===== config.mk =====
export PLATFORM = sky130hd
export DESIGN_NAME = prpi_div
export DESIGN_NICKNAME = d
export VERILOG_FILES = /design/src/rtl/prpi_pkg.sv /design/src/rtl/prpi_div.sv
export SDC_FILE = /design/constraint.sdc
export NUM_CORES = 1
export LEC_CHECK = 0
export BUFFER_PORTS_ARGS = -buffer_cell sky130_fd_sc_hd__clkbuf_2
export CAP_MARGIN = 10
export CORE_MARGIN = 2
export CORE_UTILIZATION = 35
export DETAILED_ROUTE_END_ITERATION = 6
export PLACE_DENSITY = 0.68
export SLEW_MARGIN = 20
export SYNTH_ARGS = -nofsm -noshare
export SYNTH_HDL_FRONTEND = slang
export SYNTH_SLANG_ARGS = --single-unit
export TNS_END_PERCENT = 20

===== constraint.sdc =====
create_clock -name clk_i -period 2.5 [get_ports clk_i]
set_input_delay 0.5 -clock clk_i [delete_from_list [all_inputs] [get_ports clk_i]]
set_output_delay 0.5 -clock clk_i [all_outputs]
set_load 0.01 [all_outputs]

===== src/rtl/prpi_pkg.sv =====
package prpi_pkg;

  localparam int unsigned MaxNodes  = 1024;
  localparam int unsigned MaxEdges  = 8192;
  localparam int unsigned NodeAw    = $clog2(MaxNodes);
  localparam int unsigned EdgeAw    = $clog2(MaxEdges);

  localparam int unsigned TypeW     = 2;
  localparam int unsigned IndexW    = 13;
  localparam int unsigned StartW    = 14;
  localparam int unsigned DegW      = 14;
  localparam int unsigned SrcW      = 10;
  localparam int unsigned ScoreW    = 32;
  localparam int unsigned IterW     = 16;
  localparam int unsigned NodeCntW  = 11;
  localparam int unsigned EdgeCntW  = 14;
  localparam int unsigned DampW     = 16;
  localparam int unsigned CfgIdxW   = 3;
  localparam int unsigned CfgDataW  = 32;

  typedef enum logic [TypeW-1:0] {
    ReqLoadNode = 2'd0,
    ReqLoadEdge = 2'd1,
    ReqRun      = 2'd2,
    ReqRead     = 2'd3
  } req_type_e;

  typedef enum logic [CfgIdxW-1:0] {
    CfgNodeCount   = 3'd0,
    CfgEdgeCount   = 3'd1,
    CfgDamping     = 3'd2,
    CfgConvLimit   = 3'd3,
    CfgMaxIter     = 3'd4
  } cfg_idx_e;

  function automatic logic [ScoreW-1:0] sat_add(input logic [ScoreW-1:0] a,
                                                 input logic [ScoreW-1:0] b);
    logic [ScoreW:0] s;
    s = {1'b0, a} + {1'b0, b};
    return s[ScoreW] ? {ScoreW{1'b1}} : s[ScoreW-1:0];
  endfunction

endpackage


===== src/rtl/prpi_div.sv =====
module prpi_div import prpi_pkg::*; (
  input  logic              clk_i,
  input  logic              rst_ni,
  input  logic              start_i,
  input  logic [ScoreW-1:0] dividend_i,
  input  logic [DegW-1:0]   divisor_i,
  output logic              done_o,
  output logic [ScoreW-1:0] quotient_o
);

  localparam int unsigned CntW = $clog2(ScoreW + 1);

  logic [CntW-1:0]   cnt_q, cnt_d;
  logic              done_q, done_d;
  logic [ScoreW-1:0] quo_q, quo_d;
  logic [DegW-1:0]   rem_q, rem_d;
  logic [DegW-1:0]   dvs_q, dvs_d;
  logic [DegW:0]     trial;
  logic              ge;

  always_comb begin
    trial  = {rem_q, quo_q[ScoreW-1]};
    ge     = trial >= {1'b0, dvs_q};
    cnt_d  = cnt_q;
    done_d = done_q;
    quo_d  = quo_q;
    rem_d  = rem_q;
    dvs_d  = dvs_q;
    if (start_i) begin
      cnt_d  = CntW'(ScoreW);
      done_d = 1'b0;
      quo_d  = dividend_i;
      rem_d  = '0;
      dvs_d  = divisor_i;
    end else if (cnt_q != '0) begin
      rem_d = ge ? DegW'(trial - {1'b0, dvs_q}) : trial[DegW-1:0];
      quo_d = {quo_q[ScoreW-2:0], ge};
      cnt_d = cnt_q - 1'b1;
      if (cnt_q == CntW'(1)) begin
        done_d = 1'b1;
      end
    end
  end

  always_ff @(posedge clk_i or negedge rst_ni) begin
    if (!rst_ni) begin
      cnt_q  <= '0;
      done_q <= 1'b0;
    end else begin
      cnt_q  <= cnt_d;
      done_q <= done_d;
    end
  end

  always_ff @(posedge clk_i) begin
    quo_q <= quo_d;
    rem_q <= rem_d;
    dvs_q <= dvs_d;
  end

  assign done_o     = done_q;
  assign quotient_o = quo_q;

endmodule


==> results of run 1 <==
==> per-layer routing <==
| metal | GRT usage | share of wire |
|---|---|---|
| met4 | 0.0607 | 0.019 |
| met2 | 0.217 | 0.46 |
| met5 | 0 | 0 |
| met1 | 0.179 | 0.46 |
| met3 | 0.0423 | 0.066 |
==> worst register-to-register path, delay by kind of cell (launching register included) <==
kind	cells	cell delay [ns]
fa+ha+maj	1	0.12
buf+inv	4	0.53
compound gates	4	0.78
mux	1	0.25
flops	1	0.40
simple gates	1	0.13
==> cell usage in the layout, fill, tap and decap left out, drive strengths merged, types with 4 or more instances in the layout <==
master and instances:
a211oi 13, mux2 33, a21oi 13, dfxtp 14, nor3 9, mux2i 10, nand2 9, inv 23
nor2 29, nand2b 4, o21ai 9, ha 17, xnor2 8, buf 18, dfrtp 7, clkbuf 90
edfxtp 46
==> power groups by stage <==
stage / Clock, uW / Sequential [uW] / Combinational (uW)
2_1_floorplan: 0 / 1720 / 1070
3_3_place_gp: 0 / 1690 / 1520
3_5_place_dp: 0 / 1700 / 1550
4_1_cts: 1110 / 1680 / 1560
5_1_grt: 1150 / 1720 / 1910
6_report: 1080 / 1680 / 1740
==> registers in the layout, indices dropped and copies added, names as in the netlist <==
register	flops
done_o	1
cnt_q	6
dvs_q	14
rem_q	14
quotient_o	32
==> stage by stage <==
step | power (uW) | setup TNS, ns | instance area [sq um]
2_1_floorplan | 2790 | 0 | 3450
4_1_cts | 4350 | 0 | 4320
6_report | 4500 | 0 | 4460
3_3_place_gp | 3210 | 0 | 4070
3_5_place_dp | 3250 | 0 | 4070
5_1_grt | 4780 | -0.148 | 4460
==> logic make-up after synthesis <==
family	after synthesis	share of synthesized area
AND/OR/NAND/NOR	64	0.0857
XOR/XNOR	11	0.0280
AO/OA/AOI/OAI	52	0.109
flip-flops	67	0.533
buffers and inverters	33	0.0403
multiplexers	43	0.137
adder cells (fa/ha/maj)	18	0.0675
==> worst max-delay path by stage <==
stage,startpoint,to,slack [ns]
6_report,quotient_o[31]$_DFFE_PP_,quotient_o[0]$_DFFE_PP_,0.04
4_1_cts,quotient_o[31]$_DFFE_PP_,rem_q[12]$_SDFFE_PP0P_,0.01
3_3_place_gp,quotient_o[31]$_DFFE_PP_,rem_q[12]$_SDFFE_PP0P_,0.1
5_1_grt,quotient_o[31]$_DFFE_PP_,rem_q[12]$_SDFFE_PP0P_,-0.07
2_1_floorplan,quotient_o[31]$_DFFE_PP_,rem_q[12]$_SDFFE_PP0P_,0.02
3_5_place_dp,quotient_o[31]$_DFFE_PP_,rem_q[5]$_SDFFE_PP0P_,0.006
==> timing repair <==
item,in CTS,in global routing
gates resized for setup,1,25
hold endpoints to repair,7,0
hold buffers,1,0
pin swaps,1,16
setup buffers,0,4
endpoints found under the setup margin,2,13
==> cell type report <==
cell class | count | area [sq um]
clock inverter | 7 | 115
multi-input combinational | 188 | 1560
inverter | 22 | 82.6
sequential | 67 | 1840
clock buffer | 9 | 124
timing repair buffer | 100 | 569
tap | 133 | 166
fill | 906 | 5230
==> PnR_summary.wiki, run 1 <==
{| class="wikitable"
! Metric !! Value
|-
| Result of the run || finished, final reports clean
|-
| Sequential power share || 0.374
|-
| Hold Violations, Final || 0
|-
| Power density over the cells || 1010 nW/um^2
|-
| Via count || around 2600
|-
| Type of destination of the critical path || flop
|-
| Clock sink count || 67
|-
| Leakage power || 0.00194 uW
|-
| Setup slack on the worst flop-to-flop path || 0.04 ns
|-
| Combinational share of power || 0.385
|-
| Top post-synthesis cells by count || edfxtp_1 (46), mux2_2 (32), nor2_1 (29), inv_1 (22), ha_1 (17)
|-
| Ratio of final minimum period to clock period || 0.982
|-
| Number of CTS-inserted buffers || 9
|-
| Number of enable flip-flop cells after synthesis || 46
|-
| Clock network power share || 0.241
|-
| Placer congestion estimate || 0.844
|-
| Largest stage delay, worst path || 0.40 ns
|-
| Worst path setup slack after routing || 0.0450 ns
|-
| Area of the mapped netlist || 3450 sq um
|-
| Data arrival time of the critical path || 2.55 ns
|-
| Setup repair after global routing missed its margin || yes
|-
| Mean routed wirelength per cell || 13.7 um
|-
| Switching power summed over all nets || 1500 uW
|-
| Via count of the first global-routing pass || roughly 2500
|-
| Clock-pin slew reported for the worst setup and hold paths after clock tree synthesis || 0.07 ns
|-
| Syn Area/Cell || 12.0 sq um
|-
| Initial antenna violation count || 0
|-
| RR Startpoint || quotient_o[31]$_DFFE_PP_
|-
| Final count of negative-setup-slack endpoints || 0
|-
| Final Hold Slack || 0.332 ns
|-
| Core box area || 9680 sq um
|-
| Cell count after placement || 505
|-
| Global router's overall resource usage || 0.139
|-
| Die Outline Area || ~11000 sq um
|-
| Ys async rst share || 0.104
|-
| Crit path max-delay cell type || edfxtp_1
|-
| Final Skew || 0.00906 ns
|-
| Worst min path class || in -> reg
|-
| Post-DP HPWL || 5.04 mm
|-
| Gate family responsible for the most delay along the worst path || compound AO/OA/AOI/OAI gates
|-
| Post-Syn Instances || around 290
|-
| Required arrival time at the worst endpoint || approximately 2.6 ns
|-
| Clock tree root buffer cell || clkbuf_8
|-
| Most common cell in the netlist || edfxtp_1
|-
| First-pass GRT wire length || around 11 mm
|-
| Sequential element share of the synthesized area || 0.533
|-
| Worst reg-to-reg path cell count || 11
|-
| Pin count of the biggest net entering global routing || 33
|-
| Vias per cell || between 4 and 5
|-
| DRC violations left || 0
|-
| Worst Hold Path EP || dvs_q[3]$_DFFE_PP_
|-
| Maximum VDD drop || 382 uV
|-
| Nets || roughly 460
|-
| Die extent in x || between 100 and 150 um
|-
| ANT cells || 0
|-
| Effective utilization at floorplan || 0.356
|-
| Area growth from synthesis to layout || 29.3%
|-
| Crit path buf inv count || 4
|-
| Worst-skew pair later-pin latency || 0.34 ns
|-
| Count of yosys warnings during synthesis || 0
|-
| Clock tree from TritonCTS || done
|-
| Port Buffers || 81
|-
| Leading cell types by total area after synthesis || edfxtp_1 (40%), mux2_2 (10%), dfxtp_1 (8.1%)
|-
| FF+latch count, synth || 67
|-
| Number of nets with antenna violations after routing || 0
|-
| Number of buffers on the longest clock path || 2
|-
| Minimum setup slack after placement || between 0.005 and 0.006 ns
|-
| Sum of routed wire length over all layers || 7.18 mm
|-
| Crit-path cells || inv_2 -> buf_6 -> ha_4 -> nand2b_4 -> a21oi_4 -> o31a_1 -> o41ai_4 -> buf_4 -> o21bai_4 -> buf_6 -> mux2_2
|-
| Crit path top cell by count || buf_6
|-
| Total stage count of the critical path || 11
|-
| Worst Setup Path Type || reg -> reg
|-
| R2r endpoint || quotient_o[0]$_DFFE_PP_
|-
| FMAX || 407 MHz
|-
| Share of the core filled with cells in the final layout || 0.460
|-
| Post-synth net total || 355
|-
| Vertical extent of the die || around 100 um
|-
| Maximum fanout along the worst path || 4
|-
| Post-synth top area cell || edfxtp_1
|-
| Time the worst path needs with I/O delays and setup || 2.46 ns
|-
| Placement Rows || 36
|-
| Number of pins with negative max-slew slack in the final report || 0
|-
| Relative slew slack || 0.688
|-
| Count of unique library cells instantiated by Yosys || 46
|-
| Count of TritonRoute iterations in the first routing pass || 4
|-
| Launch instance of the worst min-delay path || divisor_i[3]
|-
| H-tree Lvls || 3
|-
| Number of design-rule violations left by the first detailed-router iteration || ~110
|-
| Internal power || 3000 uW
|-
| Congestion Overflow GR || 0
|-
| Top-Level Pins || between 80 and 90
|-
| Startpoint kind of the worst setup timing path || flop
|-
| Number of standard cells in the final layout excluding fillers || 526
|-
| Max cap viols || 0
|-
| Layout cell share with drive strength beyond 1 || 0.425
|-
| Switching share of power || 0.333
|-
| Area fraction of the dominant cell type after synthesis || 0.401
|-
| Most used flip-flop cell after synthesis || edfxtp_1
|-
| Hold path depth || 1
|-
| Actual slew at the worst max-slew pin || 0.468 ns
|}
No activity file was read; power rests on OpenSTA's default activity.
==> run 2: changes to the inputs <==
- CORE_ASPECT_RATIO: default -> 1.2
==> run 2 against run 1 <==
Against the previous run:
- setup slack worse by 0.020 ns
- clock-buffer cell count is the same
- critical path depth shrank 3
- non-clock buffer count decreased by 5
- sequential share of layout area down 0.21 points
- sequential power barely moved
- worst hold slack better by 0.0095 ns
- sequential cell count is the same
- final cell count decreased by 2.9%
- largest cell class unchanged
- critical path type unchanged
- register-to-register slack worse by 0.02 ns
- highest routed layer unchanged
- via count is 4.0% lower
==> PnR_summary.wiki, run 2 (synthesis results as in run 1) <==
{| class="wikitable"
! Metric !! Value
|-
| H-tree Lvls || 3
|-
| FMAX || 404 MHz
|-
| Count of TritonRoute iterations in the first routing pass || 4
|-
| Share of the core filled with cells in the final layout || 0.468
|-
| Global router's overall resource usage || 0.139
|-
| Number of design-rule violations left by the first detailed-router iteration || between 70 and 80
|-
| Relative slew slack || 0.580
|-
| Effective utilization at floorplan || 0.360
|-
| Cell count after placement || 492
|-
| Pin count of the biggest net entering global routing || 33
|-
| Placer congestion estimate || approximately 0.84
|-
| Placement Rows || 39
|-
| Number of CTS-inserted buffers || 9
|-
| Number of standard cells in the final layout excluding fillers || slightly above 500
|-
| Maximum VDD drop || 548 uV
|-
| Time the worst path needs with I/O delays and setup || 2.48 ns
|-
| Mean routed wirelength per cell || 13.8 um
|-
| Most frequent cells in the layout || clkbuf_2 (81), edfxtp_1 (46), mux2_2 (31)
|-
| Vias per cell || 4.84
|-
| Number of buffers on the longest clock path || 2
|-
| Launch instance of the worst min-delay path || divisor_i[1]
|-
| Final Skew || 0.00847 ns
|-
| Die extent in x || ~95 um
|-
| Minimum setup slack after placement || -0.0348 ns
|-
| Congestion Overflow GR || 0
|-
| Maximum fanout along the worst path || 5
|-
| Clock tree root buffer cell || clkbuf_16
|-
| Layout cell share with drive strength beyond 1 || 0.415
|-
| Initial antenna violation count || 0
|-
| Launch point of the worst path || rem_q[1]$_SDFFE_PP0P_
|-
| Die Outline Area || 10700 sq um
|-
| Leakage power || 0.00195 uW
|-
| Number of nets with antenna violations after routing || 0
|-
| Clock sink count || 67
|-
| Worst min path class || in -> reg
|-
| DRC violations left || 0
|-
| Worst-skew pair later-pin latency || 0.33 ns
|-
| Setup repair after global routing missed its margin || yes
|-
| Number of flip-flops in the largest register || 32
|-
| Via count of the first global-routing pass || 2537
|-
| ANT cells || 0
|-
| Vertical extent of the die || between 100 and 150 um
|-
| Power density over the cells || roughly 1100 nW/um^2
|-
| Core box area || 9560 sq um
|-
| Nets || 450
|-
| Number of pins with negative max-slew slack in the final report || 0
|-
| Actual slew at the worst max-slew pin || 0.623 ns
|-
| Required arrival time at the worst endpoint || approximately 2.6 ns
|-
| Via count || 2471
|-
| Most common cell after layout, fill and taps aside || clkbuf_2
|-
| Worst path setup slack after routing || roughly 0.025 ns
|-
| RR Startpoint || rem_q[1]$_SDFFE_PP0P_
|-
| Clock-pin slew reported for the worst setup and hold paths after clock tree synthesis || 0.06 ns
|-
| First-pass GRT wire length || 11.6 mm
|-
| Port Buffers || 81
|-
| Clock tree from TritonCTS || done
|-
| Worst Setup Path Type || reg -> reg
|-
| Sum of routed wire length over all layers || 7.05 mm
|-
| Hold Violations, Final || 0
|-
| Max cap viols || 0
|-
| Startpoint kind of the worst setup timing path || flop
|-
| Final Hold Slack || 0.341 ns
|-
| Final count of negative-setup-slack endpoints || 0
|-
| Ratio of final minimum period to clock period || 0.990
|-
| Result of the run || finished, final reports clean
|-
| Data arrival time of the critical path || between 2 and 3 ns
|-
| Type of destination of the critical path || flop
|-
| Top-Level Pins || 82
|-
| Post-DP HPWL || 5.02 mm
|-
| Area growth from synthesis to layout || 30.0%
|}
[run 2: what timing repair did]
action | CTS | global route
gates cloned | 0 | 1
hold endpoints to repair | 7 | 0
hold buffers | 1 | 0
setup endpoints to repair | 4 | 15
resized for setup | 1 | 21
buffers inserted | 0 | 1
pin swaps | 1 | 10
[run 2: path summary, 6_finish.rpt]
kind | end | slack, ns | cells after the start
max | quotient_o[0]$_DFFE_PP_ | 0.02 | 8
min | dvs_q[1]$_DFFE_PP_ | 0.34 | 1
max reg2reg | quotient_o[0]$_DFFE_PP_ | 0.02 | 8
min reg2reg | rem_q[11]$_SDFFE_PP0P_ | 0.49 | 2
max in group asynchronous | cnt_q[3]$_DFFE_PN0P_ | 1.80 | 2
min in group asynchronous | cnt_q[4]$_DFFE_PN0P_ | 0.53 | 2
[run 2: per-stage QoR]
step | cell area, sq um | setup TNS [ns] | total power (uW)
2_1_floorplan | 3450 | 0 | 2790
3_3_place_gp | 4030 | 0 | 3190
3_5_place_dp | 4030 | -0.0675 | 3230
4_1_cts | 4380 | -0.00422 | 4660
5_1_grt | 4480 | -0.474 | 5030
6_report | 4480 | 0 | 4740
[run 2: per-layer routing]
| metal | part of all wire | vias to the layer above | GRT usage |
|---|---|---|---|
| li1 | - | 1243 | - |
| met1 | 0.42 | 1166 | 0.167 |
| met2 | 0.52 | 57 | 0.231 |
| met3 | 0.051 | 5 | 0.0393 |
| met5 | 0 | - | 0 |
| met4 | 0.0081 | 0 | 0.0580 |
[run 2: layout make-up]
type | count | area (sq um)
fillers | 915 | 5080
flip-flops and latches | 67 | 1840
multi-input cells | 188 | 1550
repair buffers | 95 | 524
clock buffers | 9 | 225
well taps | 123 | 154
clock inverters | 7 | 105
inverters | 22 | 82.6
[run 2: where the power goes]
| group | internal [uW] | switching [uW] | leakage [uW] |
|---|---|---|---|
| registers | 1500 | 193 | 0.000679 |
| logic | 802 | 848 | 0.00112 |
| clock network | 890 | 510 | 0.000159 |
| total | 3190 | 1550 | 0.00195 |
[run 2: worst max-delay path: stages, from the launching register on]
cell and delay (ns):
dfxtp_1 0.33, ha_1 0.28, nor2_2 0.19, a21oi_4 0.08
o31a_1 0.32, o41ai_4 0.42, o21bai_2 0.18, buf_6 0.16
mux2_4 0.26
